===== src/rtl/bblru_pkg.sv =====
`default_nettype none
// ----------------------------------------------------------------------------
// bblru_pkg
// Types and codes shared by the byte-budget LRU cache directory.
// ----------------------------------------------------------------------------
package bblru_pkg;

   localparam logic [2:0] MODE_INSERT   = 3'd0;
   localparam logic [2:0] MODE_LOOKUP   = 3'd1;
   localparam logic [2:0] MODE_CONTAINS = 3'd2;
   localparam logic [2:0] MODE_ERASE    = 3'd3;
   localparam logic [2:0] MODE_CLEAR    = 3'd4;

   localparam logic CSR_BUDGET   = 1'b0;
   localparam logic CSR_OVERHEAD = 1'b1;

   typedef struct packed {
      logic [2:0]  mode;
      logic [63:0] key;
      logic [31:0] payload_length;
      logic [31:0] payload_handle;
   } req_type;

   typedef struct packed {
      logic        status;
      logic        found;
      logic [31:0] handle_out;
      logic [31:0] bytes_in_use;
   } rsp_type;

   // Datapath operations issued by the controller.
   typedef enum logic [3:0] {
      OP_NONE,
      OP_LOAD,      // capture request, compute cost
      OP_SCAN,      // walk one slot: match, free, lru search
      OP_SCAN_INIT, // restart the slot walk
      OP_REMOVE,    // remove the slot held in the target register
      OP_PROMOTE,   // walk one slot updating ranks after a removal or for promotion
      OP_WRITE,     // write new entry into the free slot
      OP_CLEAR,     // drop all entries
      OP_RESULT     // load the result register
   } op_type;

   typedef struct packed {
      op_type op;
      logic   target_lru;   // OP_REMOVE: use lru slot, else matched slot
      logic   set_status;
      logic   set_found;
      logic   set_handle;
   } cmd_type;

   typedef struct packed {
      logic scan_last;
      logic hit;
      logic any_valid;
      logic full;
      logic too_big;
      logic over_budget;
   } sts_type;

endpackage
`default_nettype wire


===== src/rtl/bblru_ctrl.sv =====
`default_nettype none
// ----------------------------------------------------------------------------
// bblru_ctrl
// Sequencer for insert, lookup, contains, erase and clear.
// ----------------------------------------------------------------------------
module bblru_ctrl (
   input  wire                 clock,
   input  wire                 reset,
   input  wire                 req_valid,
   output logic                req_stall,
   input  wire  [2:0]          req_mode,
   output logic                rsp_valid,
   input  wire                 rsp_stall,
   output bblru_pkg::cmd_type  cmd,
   input  bblru_pkg::sts_type  sts
);
   localparam logic [3:0] S_IDLE    = 4'd0;
   localparam logic [3:0] S_DECODE  = 4'd1;
   localparam logic [3:0] S_INIT    = 4'd2;
   localparam logic [3:0] S_SCAN    = 4'd3;
   localparam logic [3:0] S_ACT     = 4'd4;
   localparam logic [3:0] S_CLOSE   = 4'd5;
   localparam logic [3:0] S_EVICT   = 4'd6;
   localparam logic [3:0] S_WRITE   = 4'd7;
   localparam logic [3:0] S_PROMO   = 4'd8;
   localparam logic [3:0] S_RESULT  = 4'd9;

   logic [3:0] state_ff, state_in;
   logic [2:0] mode_ff, mode_in;
   logic       ins_ff, ins_in;      // insert: first scan done, key slot handled
   logic       st_ff, st_in;
   logic       fd_ff, fd_in;
   logic       hd_ff, hd_in;
   logic       out_ff, out_in;
   logic [3:0] after_ff, after_in;  // state after a rank close-up

   assign req_stall = (state_ff != S_IDLE) || out_ff;
   assign rsp_valid = out_ff;

   always_comb begin
      state_in = state_ff; mode_in = mode_ff; ins_in = ins_ff;
      st_in = st_ff; fd_in = fd_ff; hd_in = hd_ff; after_in = after_ff;
      out_in = out_ff && rsp_stall;
      cmd = '{op: bblru_pkg::OP_NONE, target_lru: 1'b0,
              set_status: st_ff, set_found: fd_ff, set_handle: hd_ff};
      unique case (state_ff)
         S_IDLE: if (req_valid && !out_ff) begin
            cmd.op = bblru_pkg::OP_LOAD;
            mode_in = req_mode; ins_in = 1'b0;
            st_in = 1'b0; fd_in = 1'b0; hd_in = 1'b0;
            state_in = S_DECODE;
         end
         S_DECODE: begin
            if (mode_ff == bblru_pkg::MODE_CLEAR) begin
               cmd.op = bblru_pkg::OP_CLEAR; state_in = S_RESULT;
            end else if (mode_ff > bblru_pkg::MODE_CLEAR) begin
               state_in = S_RESULT;
            end else if (mode_ff == bblru_pkg::MODE_INSERT && sts.too_big) begin
               st_in = 1'b1; state_in = S_RESULT;
            end else begin
               state_in = S_INIT;
            end
         end
         S_INIT: begin cmd.op = bblru_pkg::OP_SCAN_INIT; state_in = S_SCAN; end
         S_SCAN: begin
            cmd.op = bblru_pkg::OP_SCAN;
            if (sts.scan_last) state_in = S_ACT;
         end
         S_ACT: begin
            case (mode_ff)
               bblru_pkg::MODE_INSERT: begin
                  if (!ins_ff && sts.hit) begin
                     cmd.op = bblru_pkg::OP_REMOVE; ins_in = 1'b1;
                     after_in = S_INIT; state_in = S_CLOSE;
                  end else if (sts.any_valid && (sts.over_budget || sts.full)) begin
                     cmd.op = bblru_pkg::OP_REMOVE; cmd.target_lru = 1'b1;
                     ins_in = 1'b1; after_in = S_INIT; state_in = S_CLOSE;
                  end else begin
                     state_in = S_WRITE;
                  end
               end
               bblru_pkg::MODE_LOOKUP: begin
                  if (sts.hit) begin
                     fd_in = 1'b1; hd_in = 1'b1; state_in = S_PROMO;
                  end else state_in = S_RESULT;
               end
               bblru_pkg::MODE_CONTAINS: begin
                  fd_in = sts.hit; state_in = S_RESULT;
               end
               default: begin
                  if (sts.hit) begin
                     cmd.op = bblru_pkg::OP_REMOVE; fd_in = 1'b1;
                     after_in = S_RESULT; state_in = S_CLOSE;
                  end else state_in = S_RESULT;
               end
            endcase
         end
         S_CLOSE: begin
            cmd.op = bblru_pkg::OP_PROMOTE;
            if (sts.scan_last) state_in = after_ff;
         end
         S_EVICT: state_in = S_INIT;
         S_WRITE: begin cmd.op = bblru_pkg::OP_WRITE; state_in = S_PROMO; end
         S_PROMO: begin
            cmd.op = bblru_pkg::OP_PROMOTE;
            if (sts.scan_last) state_in = S_RESULT;
         end
         S_RESULT: begin
            cmd.op = bblru_pkg::OP_RESULT; out_in = 1'b1; state_in = S_IDLE;
         end
         default: state_in = S_IDLE;
      endcase
   end

   always_ff @(posedge clock) begin
      if (reset) begin
         state_ff <= S_IDLE; out_ff <= 1'b0; mode_ff <= '0; ins_ff <= 1'b0;
         st_ff <= 1'b0; fd_ff <= 1'b0; hd_ff <= 1'b0; after_ff <= S_IDLE;
      end else begin
         state_ff <= state_in; out_ff <= out_in; mode_ff <= mode_in;
         ins_ff <= ins_in; st_ff <= st_in; fd_ff <= fd_in; hd_ff <= hd_in;
         after_ff <= after_in;
      end
   end

   assert property (@(posedge clock) disable iff (reset)
      state_ff != S_IDLE |-> req_stall)
      else $error("item taken while busy");
   assert property (@(posedge clock) disable iff (reset)
      state_ff == S_RESULT |=> rsp_valid)
      else $error("result not presented");
   assert property (@(posedge clock) disable iff (reset)
      rsp_valid && rsp_stall |=> rsp_valid)
      else $error("stalled result dropped");
endmodule
`default_nettype wire


===== config.mk =====
export PLATFORM = sky130hd
export DESIGN_NAME = bblru_ctrl
export DESIGN_NICKNAME = d
export VERILOG_FILES = /design/src/rtl/bblru_pkg.sv /design/src/rtl/bblru_ctrl.sv
export SDC_FILE = /design/constraint.sdc
export NUM_CORES = 1
export LEC_CHECK = 0
export BUFFER_PORTS_ARGS = -buffer_cell sky130_fd_sc_hd__buf_2
export CAP_MARGIN = 0
export CORE_MARGIN = 5
export CORE_UTILIZATION = 55
export DETAILED_ROUTE_END_ITERATION = 16
export GPL_TIMING_DRIVEN = 0
export HOLD_SLACK_MARGIN = 0.12
export PLACE_DENSITY = 0.82
export REMOVE_ABC_BUFFERS = 1
export SKIP_CTS_REPAIR_TIMING = 1
export SLEW_MARGIN = 20
export SYNTH_ARGS = -nofsm -noshare
export SYNTH_HDL_FRONTEND = slang
export SYNTH_SLANG_ARGS = --single-unit

===== constraint.sdc =====
create_clock -name clock -period 3.6 [get_ports clock]
set_clock_uncertainty 0.05 [all_clocks]
set_input_delay 0.18 -clock clock [delete_from_list [all_inputs] [get_ports clock]]
set_output_delay 0.18 -clock clock [all_outputs]
set_load 0.1 [all_outputs]

Word-level counts from Yosys, hierarchy flattened
Index checks and enable logic that the tools add are counted.
{"block": "totals", "out_inout_bits": 10, "reg_bits": 16, "inputBits": 13, "wordCells": 102}
{"block": "op_classes", "n_reduce_logical": 24, "n_mux": 42, "n_bitwise": 1, "eq_ne": 26, "magnitude_cmp": 1}
{"op": "4-bit 2-to-1 mux", "n": 14}
{"op": "4-bit one-hot mux with 9 select lines", "n": 1}
{"op": "4-bit one-hot mux with 8 select lines", "n": 1}
{"op": "2-bit inequality test (second input constant)", "n": 10}
{"op": "4-bit AND reduction", "n": 5}
{"op": "4-bit by 3-bit == test with 1-bit output (second input constant)", "n": 4}
{"op": "4-bit one-hot mux with 2 select lines", "n": 2}
{"op": "1-bit 2-to-1 mux", "n": 15}
{"op": "4-bit one-hot mux with 3 select lines", "n": 1}
{"op": "1-bit one-hot mux with 2 select lines", "n": 5}
{"op": "4-bit by 2-bit == test with 1-bit output (second input constant)", "n": 2}
{"op": "4-bit == test (second input constant)", "n": 2}
{"op": "3-bit 2-to-1 mux", "n": 2}
{"op": "2-bit nonzero test", "n": 3}
{"op": "1-bit logical AND", "n": 5}
{"op": "5-bit AND reduction", "n": 1}
{"op": "4-bit by 1-bit == test with 1-bit output (second input constant)", "n": 1}
{"op": "4-bit zero test", "n": 1}
{"op": "4-bit nonzero test", "n": 1}
{"op": "2-bit OR reduction", "n": 2}
{"op": "3-bit by 1-bit == test with 1-bit output (second input constant)", "n": 1}
{"op": "3-bit by 2-bit == test with 1-bit output (second input constant)", "n": 1}
{"op": "3-bit == test (second input constant)", "n": 1}
{"op": "3-bit > comparator (second input constant)", "n": 1}
{"op": "10 further kinds", "n": 12}

Logic depth before layout (Yosys ltp)
{"block": "logic_depth", "word_depth": 6, "ltp_mapped": 6, "ltp_nobuf": 5}

Worst setup path after synthesis
No wires, ideal clock.
{"block": "synth_timing", "path_kind": "register -> output", "start": "register out_ff (netlist: rsp_valid)", "end": "output cmd[4] (netlist bit)", "required_ns": 3.370, "path_stages_with_launch": 5, "arrival_time_ns": 2.232, "setup_slack_ns": 1.138, "path_buffers": 1, "cell_sequence": "dfxtp_1 nand2b_1 and2b_1 buf_6 or3b_1"}
{"element": "start, declared", "line": "bblru_ctrl.sv:34", "rtl": "logic out_ff, out_in;"}
{"element": "start signal, assigned", "line": "bblru_ctrl.sv:120", "rtl": "state_ff <= state_in; out_ff <= out_in; mode_ff <= mode_in;"}
{"element": "end, declared", "line": "bblru_ctrl.sv:14", "rtl": "output bblru_pkg::cmd_type cmd,"}

==> flow_summary.toml <==
[outcome]
status = "complete, no violations"

[synthesis]
synth_area_leader_cell = "dfxtp_1"
synth_top_area_share_pct = 30.6
yosys_warnings = 0
synth_seq_cells = 14
synth-edff-count = 0
ys_dominant_reg_cell = "dfxtp_1"
syn_inst = 115
synth_top_cells_by_area = "dfxtp_1 (31%), a21oi_1 (5.5%), nor2_1 (5.3%)"
async_flop_share_pct = 0
syn-cell-area_um2 = 917
synthTopCellsByCount = "dfxtp_1 (14), nor2_1 (13), a21oi_1 (10)"
avgSynthCellArea_um2 = 7.98
seq_area_frac_synth_pct = 30.6
synth_cell_types = 43
synth.most_common_cell = "dfxtp_1"

[grt]
antenna_found_initial = 0
grt_pass1_wl_um = 4080
grt_usage_pct = 19.9
grt_overflow = 0
grt_max_degree = 16
grt_pass1_vias = 944

[placed_design]
routabilityCongestion = 0.839
dp_hpwl_um = 1640
placed_cells = 144
port-buffer-count = 22
dpl_worst_slack_ps = 1410

[sta]
slew_viol_final = 0
worst_pin_slew_ps = 549
min_period_over_period_pct = 69.9
min_period_ps = 2520
finalHoldViolations = 0
max_freq_mhz = 398
timing.final.ws_setup_ps = 1080
relSlewSlack_pct = 63.4
rsz0062_at_grt = "false"
finalSetupViolCount = 0
setup_tns_ps = 0

[power]
total_power_uw = 730
power_density_mw_per_mm2 = 691
ir_drop_mv = 0.656
p_leak_nw = 0.435

[clock_network]
cts_buffers = 3
cts_max_level = 1
cts_max_path_buffers = 2
worstSkewPairLatency_ps = 300
root_buffer = "clkbuf_4"
path_clk_slew_ps = 90
clkSinkCount = 14
tritoncts = "done"

[floorplanning]
io_pins = 23
die_h_um = 50.8
rows = 14
die_w_um = 50.8
coreArea_mm2 = 0.00154
dieArea_mm2 = 0.00258
start_util_pct = 59.5

[critical_path]
startpoint = "state_ff[0]"
r2r_setup_slack_ps = 1710
cp-start-kind = "register"
end_kind = "output port"
r2r_end = "mode_ff[1]"
crit_end = "cmd[4]"
ff2ff_path_depth = 4
cp_max_fo = 14
cp_data_required_time_ps = 3370
crit_type = "reg -> out"
rr_startpoint = "state_ff[0]"
crit_arrival_ps = 2290

[final_layout]
nets = 149
n_fill_cell = 137
area.growth.synth_to_final_pct = 15.3
drive_gt1_share_pct = 22.2
diodes = 0
multiInputGateArea_um2 = 573
postLayoutCoreUtil_pct = 68.6
seqCellArea_um2 = 280
fin_cells = 151

[detailed_routing]
wirelength_um = 2320
met1Wirelength_um = 989
wl_per_cell_um = 15.4
wl_met3_um = 199
top_layer_used = "met4"
drtIter0Drc = 27
vias = 938
wl_met2_um = 1090
drt_pass1_iterations = 4
drcViolationCount = 0
vias_per_cell = 6.21
drtAntennaViolNets = 0

[hold_path]
hold_path.class = "in -> reg"
holdPathStages = 3

[job]
max-cap-violations = 0
## flip-flops by register name, summed over array words and instances, names as in the netlist
| name | cells |
|---|---|
| fd_ff | 1 |
| rsp_valid | 1 |
| state_ff | 4 |
| st_ff | 1 |
| mode_ff | 3 |
| after_ff | 2 |
| hd_ff | 1 |
| ins_ff | 1 |
## how the worst min path moves through the flow
stage                start          to
6_report       req_mode[0]  mode_ff[0]
5_1_grt        req_mode[0]  mode_ff[0]
4_1_cts          rsp_stall   rsp_valid
3_5_place_dp     rsp_stall   rsp_valid
2_1_floorplan        reset       fd_ff
3_3_place_gp   req_mode[1]  mode_ff[1]
## metrics by stage
stage	instance area (um^2)	hold slack, ps
detailed placement	991	370
floorplan	861	199
CTS	1030	70.1
finish	1060	72.0
global route	1060	133
global placement	991	365
## placed cells by master, fill, tap and decap left out, types with 2 or more instances in the layout
cell           netlist  layout
o31a_1               2       2
o32ai_1              3       3
o21ai_1              4       4
nand2_1              5       5
o21ai_0              4       4
a21oi_1             10      10
clkbuf_4             0       3
xnor2_1              2       2
and2b_1              2       2
inv_1                2       2
nand3_1              2       2
nor2b_1              4       4
mux2i_1              3       3
buf_2                3      22
and2_1               2       2
nand2b_1             7       7
dfxtp_1             14      14
dlygate4sd3_1        0       3
nor3_1               5       5
nor2_1              13      13
## kinds of logic (layout without fill, tap and decap cells)
logic type	count (synthesis)	in the layout	share of synthesized area, %
compound gates	36	36	26.1
xor+xnor	2	2	1.91
buf+inv	11	31	6.96
flops	14	14	30.6
mux	3	3	3.27
simple gates	49	49	31.2
## metal layers
layer / up-vias / GRT usage (%)
met2: 43 / 32.9
met1: 434 / 24.7
met4: 0 / 9.79
met5: - / 0
met3: 5 / 3.20
li1: 456 / -
## power by group
group	leakage, nW	switching, mW	internal, mW
Sequential	0.114	0.0495	0.173
Clock	0.0210	0.0595	0.0618
Combinational	0.300	0.282	0.104
Total	0.435	0.391	0.339
## critical path, stage by stage, from the launching register on
cell	delay (ps)
dfxtp_1	480
nor4_1	510
and2b_1	420
or3b_1	160
buf_2	410
## area by class of cell
cell class / instances / share of cell area, %
sequential: 14 / 26.5
tap: 16 / 1.89
inverter: 2 / 0.710
timing repair buffer: 25 / 13.3
multi-input combinational: 90 / 54.2
clock buffer: 4 / 3.43
(Power assumes the default switching activity.)
